===== src/hdl/skt_pkg.sv =====
`timescale 1ns / 1ps
// ----------------------------------------------------------------------------
// skt_pkg
// Shared types and constants for the sorted key table.
// ----------------------------------------------------------------------------
package skt_pkg;

    localparam int DEPTH_DEF     = 64;
    localparam int KEY_WIDTH_DEF = 32;

    // fixed port widths
    localparam int FUNC_W    = 3;
    localparam int KEY_IN_W  = 32;
    localparam int IDX_W     = 6;
    localparam int STAT_W    = 3;
    localparam int CNT_OUT_W = 7;

    typedef enum logic [FUNC_W-1:0] {
        FN_INSERT   = 3'd0,
        FN_INS_UNIQ = 3'd1,
        FN_FIND     = 3'd2,
        FN_READ     = 3'd3,
        FN_DEL_IDX  = 3'd4,
        FN_DEL_KEY  = 3'd5,
        FN_DEL_ALL  = 3'd6
    } func_t;

    typedef enum logic [STAT_W-1:0] {
        ST_OK        = 3'd0,
        ST_NOT_FOUND = 3'd1,
        ST_FULL      = 3'd2,
        ST_BAD_INDEX = 3'd3,
        ST_DUPLICATE = 3'd4
    } status_t;

    typedef enum logic [3:0] {
        S_IDLE,
        S_DISPATCH,
        S_READ_DATA,
        S_SRCH_RD,
        S_SRCH_CMP,
        S_DN_RD,
        S_DN_CMP,
        S_UP_RD,
        S_UP_CMP,
        S_SH_RD,
        S_SH_WR,
        S_INS_RD,
        S_INS_WR,
        S_RESP
    } state_t;

    // stored key vs. operand key
    typedef struct packed {
        logic eq;
        logic gt;
    } cmp_t;

    typedef struct packed {
        status_t                status;
        logic [IDX_W-1:0]       fidx;
        logic [KEY_IN_W-1:0]    key;
        logic [CNT_OUT_W-1:0]   count;
    } res_t;

endpackage


===== src/hdl/skt_key_mem.sv =====
`timescale 1ns / 1ps
// ----------------------------------------------------------------------------
// skt_key_mem
// Key storage: one write port, one read port with registered read data.
// ----------------------------------------------------------------------------
module skt_key_mem #(
    parameter int DEPTH = skt_pkg::DEPTH_DEF,
    parameter int KEY_W = skt_pkg::KEY_WIDTH_DEF
) (
    input  logic                     clk,
    input  logic                     wr_en,
    input  logic [$clog2(DEPTH)-1:0] wr_addr,
    input  logic [KEY_W-1:0]         wr_data,
    input  logic [$clog2(DEPTH)-1:0] rd_addr,
    output logic [KEY_W-1:0]         rd_data
);

    logic [KEY_W-1:0] store_mem [DEPTH];
    logic [KEY_W-1:0] rd_data_reg;

    always_ff @(posedge clk)
    begin
        if (wr_en)
        begin
            store_mem[wr_addr] <= wr_data;
        end
        rd_data_reg <= store_mem[rd_addr];
    end

    assign rd_data = rd_data_reg;

endmodule


===== src/hdl/skt_cmp.sv =====
`timescale 1ns / 1ps
// ----------------------------------------------------------------------------
// skt_cmp
// Shared unsigned key comparator used by every search and scan step and by the insert shift.
// ----------------------------------------------------------------------------
module skt_cmp #(
    parameter int KEY_W = skt_pkg::KEY_WIDTH_DEF
) (
    input  logic [KEY_W-1:0] stored,
    input  logic [KEY_W-1:0] operand,
    output skt_pkg::cmp_t    result
);

    always_comb
    begin
        result.eq = (stored == operand);
        result.gt = (stored > operand);
    end

endmodule


===== src/hdl/skt_ctrl.sv =====
`timescale 1ns / 1ps
// ----------------------------------------------------------------------------
// skt_ctrl
// Sequencer: binary search, run scan, insert shift and delete shift, one
// memory access per step, plus one compare in the search, scan and insert steps.
// ----------------------------------------------------------------------------
module skt_ctrl #(
    parameter int DEPTH = skt_pkg::DEPTH_DEF,
    parameter int KEY_W = skt_pkg::KEY_WIDTH_DEF
) (
    input  logic                          clk,
    input  logic                          rst_n,
    // request
    input  logic                          in_valid,
    output logic                          in_stall,
    input  logic [skt_pkg::FUNC_W-1:0]    func,
    input  logic [skt_pkg::KEY_IN_W-1:0]  key,
    input  logic [skt_pkg::IDX_W-1:0]     index,
    // memory
    output logic                          mem_wr_en,
    output logic [$clog2(DEPTH)-1:0]      mem_wr_addr,
    output logic [KEY_W-1:0]              mem_wr_data,
    output logic [$clog2(DEPTH)-1:0]      mem_rd_addr,
    input  logic [KEY_W-1:0]              mem_rd_data,
    // result
    output logic                          res_valid,
    output skt_pkg::res_t                 res,
    input  logic                          res_take
);

    localparam int AW = $clog2(DEPTH);
    localparam int CW = $clog2(DEPTH + 1);
    localparam int IW = skt_pkg::IDX_W;

    skt_pkg::state_t  state_reg,  state_next;
    skt_pkg::func_t   func_reg,   func_next;
    skt_pkg::status_t status_reg, status_next;
    logic [KEY_W-1:0] key_reg,    key_next;
    logic [IW-1:0]    idx_reg,    idx_next;
    logic [CW-1:0]    count_reg,  count_next;
    logic [CW-1:0]    pos_reg,    pos_next;   // probe / first deleted index
    logic [CW-1:0]    a_reg,      a_next;     // search low, insert slot, dst
    logic [CW-1:0]    b_reg,      b_next;     // search high (excl), run end, src
    logic [CW-1:0]    fidx_reg,   fidx_next;
    logic [KEY_W-1:0] kout_reg,   kout_next;

    skt_pkg::cmp_t    cmp;
    logic [CW:0]      mid_sum;
    logic [CW-1:0]    mid;
    logic [CW+IW-1:0] idx_x;
    logic [CW+IW-1:0] cnt_x;
    logic             idx_bad;
    logic [CW-1:0]    idx_ptr;
    logic             full;

    skt_cmp #(
        .KEY_W (KEY_W)
    ) u_cmp (
        .stored  (mem_rd_data),
        .operand (key_reg),
        .result  (cmp)
    );

    assign mid_sum = {1'b0, a_reg} + {1'b0, b_reg} - (CW+1)'(1);
    assign mid     = mid_sum[CW:1];
    assign idx_x   = {{CW{1'b0}}, idx_reg};
    assign cnt_x   = {{IW{1'b0}}, count_reg};
    assign idx_bad = (idx_x >= cnt_x);
    assign idx_ptr = idx_x[CW-1:0];
    assign full    = (count_reg == CW'(DEPTH));

    always_ff @(posedge clk or negedge rst_n)
    begin
        if (!rst_n)
        begin
            state_reg <= skt_pkg::S_IDLE;
            count_reg <= '0;
        end
        else
        begin
            state_reg <= state_next;
            count_reg <= count_next;
        end
    end

    always_ff @(posedge clk)
    begin
        func_reg   <= func_next;
        status_reg <= status_next;
        key_reg    <= key_next;
        idx_reg    <= idx_next;
        pos_reg    <= pos_next;
        a_reg      <= a_next;
        b_reg      <= b_next;
        fidx_reg   <= fidx_next;
        kout_reg   <= kout_next;
    end

    always_comb
    begin
        state_next  = state_reg;
        func_next   = func_reg;
        status_next = status_reg;
        key_next    = key_reg;
        idx_next    = idx_reg;
        count_next  = count_reg;
        pos_next    = pos_reg;
        a_next      = a_reg;
        b_next      = b_reg;
        fidx_next   = fidx_reg;
        kout_next   = kout_reg;
        mem_wr_en   = 1'b0;
        mem_wr_addr = a_reg[AW-1:0];
        mem_wr_data = mem_rd_data;
        mem_rd_addr = '0;
        in_stall    = (state_reg != skt_pkg::S_IDLE);
        res_valid   = 1'b0;

        unique case (state_reg)
            skt_pkg::S_IDLE:
            begin
                if (in_valid)
                begin
                    func_next   = skt_pkg::func_t'(func);
                    key_next    = key[KEY_W-1:0];
                    idx_next    = index;
                    status_next = skt_pkg::ST_OK;
                    fidx_next   = '0;
                    kout_next   = '0;
                    state_next  = skt_pkg::S_DISPATCH;
                end
            end

            skt_pkg::S_DISPATCH:
            begin
                unique case (func_reg)
                    skt_pkg::FN_INSERT:
                    begin
                        if (full)
                        begin
                            status_next = skt_pkg::ST_FULL;
                            state_next  = skt_pkg::S_RESP;
                        end
                        else
                        begin
                            a_next     = count_reg;
                            state_next = skt_pkg::S_INS_RD;
                        end
                    end
                    skt_pkg::FN_INS_UNIQ, skt_pkg::FN_FIND,
                    skt_pkg::FN_DEL_KEY, skt_pkg::FN_DEL_ALL:
                    begin
                        a_next     = '0;
                        b_next     = count_reg;
                        state_next = skt_pkg::S_SRCH_RD;
                    end
                    skt_pkg::FN_READ:
                    begin
                        if (idx_bad)
                        begin
                            status_next = skt_pkg::ST_BAD_INDEX;
                            state_next  = skt_pkg::S_RESP;
                        end
                        else
                        begin
                            mem_rd_addr = idx_ptr[AW-1:0];
                            state_next  = skt_pkg::S_READ_DATA;
                        end
                    end
                    skt_pkg::FN_DEL_IDX:
                    begin
                        if (idx_bad)
                        begin
                            status_next = skt_pkg::ST_BAD_INDEX;
                            state_next  = skt_pkg::S_RESP;
                        end
                        else
                        begin
                            pos_next   = idx_ptr;
                            a_next     = idx_ptr;
                            b_next     = idx_ptr + CW'(1);
                            state_next = skt_pkg::S_SH_RD;
                        end
                    end
                    default:
                    begin
                        // unused code: empty ok result
                        state_next = skt_pkg::S_RESP;
                    end
                endcase
            end

            skt_pkg::S_READ_DATA:
            begin
                kout_next  = mem_rd_data;
                fidx_next  = idx_ptr;
                state_next = skt_pkg::S_RESP;
            end

            // binary search over [a, b)
            skt_pkg::S_SRCH_RD:
            begin
                if (a_reg < b_reg)
                begin
                    pos_next    = mid;
                    mem_rd_addr = mid[AW-1:0];
                    state_next  = skt_pkg::S_SRCH_CMP;
                end
                else if (func_reg == skt_pkg::FN_INS_UNIQ)
                begin
                    if (full)
                    begin
                        status_next = skt_pkg::ST_FULL;
                        state_next  = skt_pkg::S_RESP;
                    end
                    else
                    begin
                        a_next     = count_reg;
                        state_next = skt_pkg::S_INS_RD;
                    end
                end
                else
                begin
                    status_next = skt_pkg::ST_NOT_FOUND;
                    state_next  = skt_pkg::S_RESP;
                end
            end

            skt_pkg::S_SRCH_CMP:
            begin
                if (cmp.eq)
                begin
                    unique case (func_reg)
                        skt_pkg::FN_INS_UNIQ:
                        begin
                            status_next = skt_pkg::ST_DUPLICATE;
                            state_next  = skt_pkg::S_RESP;
                        end
                        skt_pkg::FN_DEL_KEY:
                        begin
                            a_next     = pos_reg;
                            b_next     = pos_reg + CW'(1);
                            state_next = skt_pkg::S_SH_RD;
                        end
                        skt_pkg::FN_DEL_ALL:
                        begin
                            b_next     = pos_reg + CW'(1);
                            state_next = skt_pkg::S_DN_RD;
                        end
                        default:
                        begin
                            fidx_next  = pos_reg;
                            state_next = skt_pkg::S_RESP;
                        end
                    endcase
                end
                else if (cmp.gt)
                begin
                    b_next     = pos_reg;
                    state_next = skt_pkg::S_SRCH_RD;
                end
                else
                begin
                    a_next     = pos_reg + CW'(1);
                    state_next = skt_pkg::S_SRCH_RD;
                end
            end

            // walk down to the first equal key
            skt_pkg::S_DN_RD:
            begin
                if (pos_reg == '0)
                begin
                    state_next = skt_pkg::S_UP_RD;
                end
                else
                begin
                    mem_rd_addr = AW'(pos_reg - CW'(1));
                    state_next  = skt_pkg::S_DN_CMP;
                end
            end

            skt_pkg::S_DN_CMP:
            begin
                if (cmp.eq)
                begin
                    pos_next   = pos_reg - CW'(1);
                    state_next = skt_pkg::S_DN_RD;
                end
                else
                begin
                    state_next = skt_pkg::S_UP_RD;
                end
            end

            // walk up to the end of the equal run
            skt_pkg::S_UP_RD:
            begin
                if (b_reg >= count_reg)
                begin
                    a_next     = pos_reg;
                    state_next = skt_pkg::S_SH_RD;
                end
                else
                begin
                    mem_rd_addr = b_reg[AW-1:0];
                    state_next  = skt_pkg::S_UP_CMP;
                end
            end

            skt_pkg::S_UP_CMP:
            begin
                if (cmp.eq)
                begin
                    b_next     = b_reg + CW'(1);
                    state_next = skt_pkg::S_UP_RD;
                end
                else
                begin
                    a_next     = pos_reg;
                    state_next = skt_pkg::S_SH_RD;
                end
            end

            // close the gap: copy [b, count) down to a; final a is new count
            skt_pkg::S_SH_RD:
            begin
                if (b_reg >= count_reg)
                begin
                    count_next = a_reg;
                    fidx_next  = pos_reg;
                    state_next = skt_pkg::S_RESP;
                end
                else
                begin
                    mem_rd_addr = b_reg[AW-1:0];
                    state_next  = skt_pkg::S_SH_WR;
                end
            end

            skt_pkg::S_SH_WR:
            begin
                mem_wr_en  = 1'b1;
                a_next     = a_reg + CW'(1);
                b_next     = b_reg + CW'(1);
                state_next = skt_pkg::S_SH_RD;
            end

            // insertion from the top: move larger-or-equal keys up one slot
            skt_pkg::S_INS_RD:
            begin
                if (a_reg == '0)
                begin
                    mem_wr_en   = 1'b1;
                    mem_wr_data = key_reg;
                    fidx_next   = '0;
                    count_next  = count_reg + CW'(1);
                    state_next  = skt_pkg::S_RESP;
                end
                else
                begin
                    mem_rd_addr = AW'(a_reg - CW'(1));
                    state_next  = skt_pkg::S_INS_WR;
                end
            end

            skt_pkg::S_INS_WR:
            begin
                mem_wr_en = 1'b1;
                if (cmp.eq || cmp.gt)
                begin
                    a_next     = a_reg - CW'(1);
                    state_next = skt_pkg::S_INS_RD;
                end
                else
                begin
                    mem_wr_data = key_reg;
                    fidx_next   = a_reg;
                    count_next  = count_reg + CW'(1);
                    state_next  = skt_pkg::S_RESP;
                end
            end

            skt_pkg::S_RESP:
            begin
                res_valid = 1'b1;
                if (res_take)
                begin
                    state_next = skt_pkg::S_IDLE;
                end
            end

            default:
            begin
                state_next = skt_pkg::S_IDLE;
            end
        endcase
    end

    logic [CW+IW-1:0]                     fidx_x;
    logic [KEY_W+skt_pkg::KEY_IN_W-1:0]   kout_x;
    logic [CW+skt_pkg::CNT_OUT_W-1:0]     cnt_out_x;

    assign fidx_x    = {{IW{1'b0}}, fidx_reg};
    assign kout_x    = {{skt_pkg::KEY_IN_W{1'b0}}, kout_reg};
    assign cnt_out_x = {{skt_pkg::CNT_OUT_W{1'b0}}, count_reg};

    always_comb
    begin
        res.status = status_reg;
        res.fidx   = fidx_x[IW-1:0];
        res.key    = kout_x[skt_pkg::KEY_IN_W-1:0];
        res.count  = cnt_out_x[skt_pkg::CNT_OUT_W-1:0];
    end

endmodule


===== src/hdl/sorted_key_table_core.sv =====
`timescale 1ns / 1ps
// ----------------------------------------------------------------------------
// sorted_key_table_core
// Sorted table of up to DEPTH unsigned keys with insert, find, read and delete.
// ----------------------------------------------------------------------------
// Holds up to DEPTH keys in ascending order in a single-port-read,
// single-port-write memory. One request transfer is taken at a time; in_stall
// stays high from acceptance until the result has moved into the output
// register, and a new request can be taken while that result still waits for
// its output transfer. Each step of the sequencer does at most one memory
// access, and the search, scan and insert shift steps also compare in the
// shared comparator, so the key memory sets the pace. With n keys held, find
// takes up to floor(log2(n))+1 probes; insert moves the keys at and above its
// position p up one slot (insert unique after its search); delete index and
// delete key copy the keys above the gap down one slot; delete all first
// scans the run of equal keys. The key store has no reset; only entries
// below the key count are ever used.
// ----------------------------------------------------------------------------
module sorted_key_table_core #(
    parameter int DEPTH     = skt_pkg::DEPTH_DEF,
    parameter int KEY_WIDTH = skt_pkg::KEY_WIDTH_DEF
) (
    input  logic                             clk,
    input  logic                             rst_n,
    // request channel
    input  logic                             in_valid,
    output logic                             in_stall,
    input  logic [skt_pkg::FUNC_W-1:0]       func,
    input  logic [skt_pkg::KEY_IN_W-1:0]     key,
    input  logic [skt_pkg::IDX_W-1:0]        index,
    // result channel
    output logic                             out_valid,
    input  logic                             out_stall,
    output logic [skt_pkg::STAT_W-1:0]       status,
    output logic [skt_pkg::IDX_W-1:0]        found_index,
    output logic [skt_pkg::KEY_IN_W-1:0]     key_out,
    output logic [skt_pkg::CNT_OUT_W-1:0]    entry_count_out
);

    // keys wider than the key port never see more than the port's bits
    localparam int KW = (KEY_WIDTH < skt_pkg::KEY_IN_W) ? KEY_WIDTH : skt_pkg::KEY_IN_W;
    localparam int AW = $clog2(DEPTH);

    logic          mem_wr_en;
    logic [AW-1:0] mem_wr_addr;
    logic [KW-1:0] mem_wr_data;
    logic [AW-1:0] mem_rd_addr;
    logic [KW-1:0] mem_rd_data;

    logic          res_valid;
    logic          res_take;
    skt_pkg::res_t res;

    logic          out_valid_reg, out_valid_next;
    skt_pkg::res_t out_reg;

    skt_key_mem #(
        .DEPTH (DEPTH),
        .KEY_W (KW)
    ) u_key_mem (
        .clk     (clk),
        .wr_en   (mem_wr_en),
        .wr_addr (mem_wr_addr),
        .wr_data (mem_wr_data),
        .rd_addr (mem_rd_addr),
        .rd_data (mem_rd_data)
    );

    skt_ctrl #(
        .DEPTH (DEPTH),
        .KEY_W (KW)
    ) u_ctrl (
        .clk         (clk),
        .rst_n       (rst_n),
        .in_valid    (in_valid),
        .in_stall    (in_stall),
        .func        (func),
        .key         (key),
        .index       (index),
        .mem_wr_en   (mem_wr_en),
        .mem_wr_addr (mem_wr_addr),
        .mem_wr_data (mem_wr_data),
        .mem_rd_addr (mem_rd_addr),
        .mem_rd_data (mem_rd_data),
        .res_valid   (res_valid),
        .res         (res),
        .res_take    (res_take)
    );

    // output register: load when empty or when its transfer happens now
    assign res_take = res_valid && (!out_valid_reg || !out_stall);

    always_comb
    begin
        out_valid_next = out_valid_reg;
        if (res_take)
        begin
            out_valid_next = 1'b1;
        end
        else if (!out_stall)
        begin
            out_valid_next = 1'b0;
        end
    end

    always_ff @(posedge clk or negedge rst_n)
    begin
        if (!rst_n)
        begin
            out_valid_reg <= 1'b0;
        end
        else
        begin
            out_valid_reg <= out_valid_next;
        end
    end

    always_ff @(posedge clk)
    begin
        if (res_take)
        begin
            out_reg <= res;
        end
    end

    assign out_valid       = out_valid_reg;
    assign status          = out_reg.status;
    assign found_index     = out_reg.fidx;
    assign key_out         = out_reg.key;
    assign entry_count_out = out_reg.count;

endmodule


===== config.mk =====
export PLATFORM = sky130hd
export DESIGN_NAME = sorted_key_table_core
export DESIGN_NICKNAME = d
export VERILOG_FILES = /design/src/hdl/skt_pkg.sv /design/src/hdl/skt_key_mem.sv /design/src/hdl/skt_cmp.sv /design/src/hdl/skt_ctrl.sv /design/src/hdl/sorted_key_table_core.sv
export SDC_FILE = /design/constraint.sdc
export NUM_CORES = 2
export LEC_CHECK = 0
export BUFFER_PORTS_ARGS = -buffer_cell sky130_fd_sc_hd__buf_2
export CAP_MARGIN = 20
export CORE_MARGIN = 1.5
export CORE_UTILIZATION = 57
export CTS_CLUSTER_DIAMETER = 60
export DETAILED_ROUTE_END_ITERATION = 10
export PLACE_DENSITY = 0.76
export SLEW_MARGIN = 20
export SYNTH_ARGS = -nofsm -noshare
export SYNTH_HDL_FRONTEND = slang
export SYNTH_HIERARCHICAL = 1
export SYNTH_SLANG_ARGS = --single-unit

===== constraint.sdc =====
create_clock -name clk -period 4.1 [get_ports clk]
set_input_delay 0.205 -clock clk [delete_from_list [all_inputs] [get_ports clk]]
set_output_delay 0.205 -clock clk [all_outputs]
set_load 0.03 [all_outputs]

# Word level (Yosys, flattened, before mapping)
# Memory sizes are Yosys's and may differ from the RTL's. A register that Yosys moved wholly into a read port is not among the register bits.
# Cells that the tools add are included.
# classes
addsub	9
eq_ne	49
magnitude_cmp	4
reduce_logical	32
muxes	79
# op_table
cell	count
7-bit two-way mux	21
32-bit one-hot mux with 2 select lines	2
32-bit two-way mux	3
6-bit two-way mux	11
7-bit one-hot mux with 3 select lines	3
4-bit one-hot mux with 14 select lines	1
7-bit one-hot mux with 7 select lines	1
3-bit two-way mux	12
6-bit one-hot mux with 6 select lines	1
32-bit equality test	1
32-bit > comparator	1
6-bit one-hot mux with 5 select lines	1
7-bit by 1-bit adder with 7-bit output, second input constant	4
7-bit one-hot mux with 4 select lines	1
4-bit equality test, second input constant	6
4-bit two-way mux	6
2-bit by 1-bit inequality test with 1-bit output, second input constant	12
4-bit by 3-bit equality test with 1-bit output, second input constant	4
4-bit one-hot mux with 4 select lines	1
7-bit logical NOT	2
2-bit inequality test, second input constant	7
7-bit one-hot mux with 2 select lines	1
7-bit AND reduction	2
7-bit by 1-bit subtractor with 7-bit output, second input constant	2
other kinds (40)	67
# word_totals
in_bits	45
n_memories	1
mem_bits_rw	2048
out_inout_bits	50
reg_bits	163
# mem_list
memory	words	width	rd	rd_ports_with_merged_regs	wr	line	rtl
u_key_mem.store_mem	64	32	1	1	1	skt_key_mem.sv:18	logic [KEY_W-1:0] store_mem [DEPTH];

# Longest topological paths before layout
# depth
ltp_word	5
ltp_mapped	19
ltp_nobuf	15

# Hierarchy
# Netlist, hierarchy kept.
# modules_own_cells
module	cells_each	n_inst	area_per_inst_um2
skt_key_mem	3511	1	79039.6
skt_ctrl	794	1	8017.7
sorted_key_table_core	51	1	1485.2
skt_cmp	110	1	839.6

# Least setup slack after synthesis
# Ideal clock, no wire load.
# synth_path
path_kind	flip-flop to flip-flop
from	register u_ctrl.a_reg[0]
to	memory u_key_mem/store_mem[27][0] (netlist name), enable pin
path_stages_with_launch	12
setup_ns	0.421
t_required_ns	3.679
arrival_ns	3.641
slack_ns	0.038
path_buffers	2
path_cell_list	edfxtp_1 -> inv_1 -> ha_1 -> nor2b_1 -> nand2_1 -> a211o_1 -> a21boi_0 -> clkbuf_1 -> inv_1 -> or2_2 -> clkbuf_1 -> nor2_1
# synth_between
elab_chain_len	5
# synth_lines
element	line	rtl
from (decl)	skt_ctrl.sv:42	logic [CW-1:0] a_reg, a_next;
from (signal assigned)	skt_ctrl.sv:93	a_reg <= a_next;
7-bit logical NOT	skt_ctrl.sv:352	if (a_reg == '0)
1-bit two-way mux	skt_ctrl.sv:352	
1-bit one-hot mux with 2 select lines	skt_ctrl.sv:119	unique case (state_reg)
named net mem_wr_en	sorted_key_table_core.sv:44	logic mem_wr_en;
1-bit two-way mux	skt_key_mem.sv:23	if (wr_en)
1-bit two-way mux (not written as such)	skt_key_mem.sv:25	store_mem[wr_addr] <= wr_data;
to (decl)	skt_key_mem.sv:18	
# The timed path passes the listed nets, and every way through them passes these cells.

# Final worst setup path
# layout_path
from	register u_ctrl.count_reg[4]
to	register u_key_mem.rd_data_reg[8], in the netlist u_key_mem/rd_data[8] (read register of u_key_mem.store_mem)
# layout_between
elab_chain_len	4
elab_cells_between_ends	6
classes_between	order compare (2); mux (4)
# layout_lines
element	line	rtl
from (decl)	skt_ctrl.sv:40	logic [CW-1:0] count_reg, count_next;
from (signal assigned)	skt_ctrl.sv:82	count_reg <= count_next;
6-bit by 7-bit >= comparator with 1-bit output	skt_ctrl.sv:68	assign idx_bad = (idx_x >= cnt_x);
6-bit two-way mux	skt_ctrl.sv:159	if (idx_bad)
6-bit two-way mux	skt_ctrl.sv:136	unique case (func_reg)
6-bit one-hot mux with 5 select lines (*)	skt_ctrl.sv:119	
named net mem_rd_addr[2]	sorted_key_table_core.sv:47	logic [AW-1:0] mem_rd_addr;
to (decl)	skt_key_mem.sv:19	logic [KEY_W-1:0] rd_data_reg;
# The timed path passes the listed nets; every way through them passes the cells marked *.
# A chain may end at the register's enable or synchronous reset.

==> results.txt <==
Core box area -> 0.156 mm²
Async SR Flop Fraction -> 0.535%
Initial DRC count -> 8,558
Seq/Total Area, Yosys -> 74.9%
DR vias/cell -> 6.90
CTS tree -> done
Sum of net half-perimeters after detailed placement -> 161,000 µm
Max reg flops -> 2,048
Synth Flop Type -> edfxtp_1
CTS buffer count -> 217
H-tree Lvls -> 4
Crit path launch type -> register
Reg with most FFs -> u_key_mem/store_mem
Hold Fails Final Rpt -> 0
Root Buffer -> clkbuf_16
Nets -> 5,340
Vias -> 51,500
Synth Register Bits -> 2,243
Largest net degree at the start of global routing -> 65
Post-Syn Area -> 0.0894 mm²
Peak VDD IR -> 0.554 mV
Die height -> 399 µm
WL/cell -> 35.4 µm
Wirelength, routed -> 265,000 µm
Slew HR -> 23.3%
# DRC -> 0
Die area -> 0.159 mm²
Cell Pwr Density -> 863 mW/mm²
Worst-path fanout max -> 9
Commonest non-fill, non-tap cell in the layout -> edfxtp_1
Clk sinks -> 2,243
Number of buffers added on ports -> 94
Final slew viol count -> 0
Starting density of the core -> 57.3%
Cells after DPL -> 6,961
Deepest clock path buffer count -> 3
Final clock period utilization by the worst path -> 100%
Syn_area_per_cell -> 20.0 µm²
CP Capture Type -> register
HP Class -> in -> reg
Final worst slack -> -0.0176 ns
Synth-to-Final Area Change -> 20.0%
Highest Clock Rate -> 0.243 GHz
Worst Path Class, Setup -> reg -> reg
Place WS -> -0.592 ns
Synth warnings -> 6
Final worst path period need -> 4.12 ns
Clock transition at the registers of the reported paths -> 0.07 ns
Synth cell types -> 97
Routability Congestion -> 0.947
Final setup violation count -> 2
DIE WIDTH -> 399 µm
GRT overflow -> 0
Min Hold Slack -> 0.0474 ns
Global-route wire length before repair -> 370,000 µm
Clock Latency Late Sink -> 0.87 ns
Antenna violations before repair -> 20
WP data required -> 4.85 ns
Row count -> 145
Post-route ant nets -> 0
Worst path arrival time -> 4.86 ns
Most frequent cells in the layout -> 2,199 x edfxtp_1, 458 x buf_4, 446 x mux4_2
Origin of the critical flop-to-flop path -> u_ctrl/count_reg[4]
Leakage -> 0.0347 µW
Layout Cells excl Fill -> 7,473
Failing checks -> negative setup slack
Share of layout cells above drive strength 1 -> 32.6%
Tot Pwr -> 92,500 µW
Number of enable flip-flop cells after synthesis -> 2,199
Max-cap violations -> 0
Number of global-route vias before repair -> 50,700
First drt pass iteration count -> 8
CP Launch Point -> u_ctrl/count_reg[4]
Ports -> 95
Slew @ Worst Pin -> 1.15 ns
Post-synthesis cell count -> 4,466
Final clock skew -> 0.0643 ns
Min-delay src -> key[17]
GRT Util Overall -> 33.2%
Post-Syn Nets -> 4,585
Status -> complete, but fails checks
==> path summary, 6_finish.rpt <==
kind / slack (ns) / cells after the start / end
min in group asynchronous: 0.52 / 3 / u_ctrl/state_reg[1]
max reg2reg: -0.02 / 17 / u_key_mem/rd_data[8]
max: -0.02 / 17 / u_key_mem/rd_data[8]
max in group asynchronous: 3.11 / 3 / u_ctrl/count_reg[0]
min: 0.05 / 2 / u_ctrl/key_reg[17]
min reg2reg: 0.42 / 0 / key_out[22]
==> stage by stage <==
step                instance area [µm²]  utilization [%]  setup TNS (ns)
CTS                              107000             68.3               0
detailed placement                98100             62.9           -6.58
finish                           107000             68.7         -0.0249
global placement                  98100             62.9           -4.71
floorplan                         89400                -               0
global route                     107000             68.7          -0.183
==> cells in the mapped netlist (26+ instances only) <==
| cell type | n | share of area (%) |
|---|---|---|
| buf_2 | 69 | 0.39 |
| nor2b_1 | 26 | 0.18 |
| dfxtp_1 | 32 | 0.72 |
| nand2_1 | 86 | 0.36 |
| edfxtp_1 | 2199 | 74 |
| mux2_1 | 30 | 0.38 |
| clkbuf_1 | 99 | 0.42 |
| mux2i_1 | 194 | 2.2 |
| o22ai_1 | 47 | 0.33 |
| o221ai_1 | 30 | 0.29 |
| a21oi_1 | 75 | 0.42 |
| and2_1 | 37 | 0.26 |
| a31oi_1 | 29 | 0.20 |
| mux4_2 | 446 | 11 |
| a211oi_1 | 33 | 0.28 |
| buf_6 | 36 | 0.45 |
| ha_1 | 73 | 1.0 |
| nor3_1 | 26 | 0.15 |
| inv_1 | 81 | 0.34 |
| a22oi_1 | 133 | 1.1 |
| nand3_1 | 72 | 0.40 |
| buf_4 | 37 | 0.31 |
| o21ai_0 | 69 | 0.39 |
| nor2_1 | 133 | 0.56 |
==> area by class of cell <==
type	instances	area [µm²]
antenna	5	12.5
clock inverter	125	1480
inverter	83	312
sequential	2243	67000
timing repair buffer	796	8350
multi-input combinational	1880	21600
fill	9173	48800
tap	2058	2570
clock buffer	283	5960
==> kinds of logic (layout without fill, tap and decap cells) <==
group	after synthesis	count (layout)	synth area share (%)
flops	2243	2243	74.9
mux	673	673	13.8
compound gates	595	595	4.80
simple gates	507	507	2.98
buf+inv	343	1287	2.11
fa+ha+maj	74	74	1.04
xor+xnor	31	31	0.304
other cells	0	5	0
==> report_power, final <==
group | total, µW | switching [µW] | internal, µW
logic | 40400 | 24000 | 16500
registers | 31400 | 747 | 30600
clock network | 20700 | 8770 | 11900
total | 92500 | 33500 | 59000
==> per-layer routing <==
layer / vias to the layer above / track usage (%) / routed length, µm
met1: 26400 / 44.1 / 91100
met3: 747 / 8.02 / 34600
li1: 20100 / - / -
met2: 4307 / 52.0 / 124000
met5: - / 0 / 87
met4: 12 / 16.3 / 14500
==> critical path, stage by stage (launching register included) <==
cell and delay, ns:
dfrtp_1 0.35, inv_1 0.08, ha_1 0.31, nand3_2 0.09, or3_4 0.40, o2111ai_4 0.26, buf_6 0.14, buf_4 0.11
inv_1 0.06, a221o_4 0.52, buf_12 0.20, buf_12 0.14, buf_8 0.14, mux4_2 0.34, a211oi_4 0.32, a311o_1 0.33
buf_6 0.16, a21oi_1 0.06
==> timing repair <==
item | in CTS | in global routing
pin swaps | 10 | 25
hold buffers | 45 | 0
setup endpoints to repair | 29 | 32
cloned | 5 | 2
setup buffers | 11 | 38
hold endpoints to repair | 62 | 0
resized for setup | 69 | 67
Power figures use the tool's default switching activity.
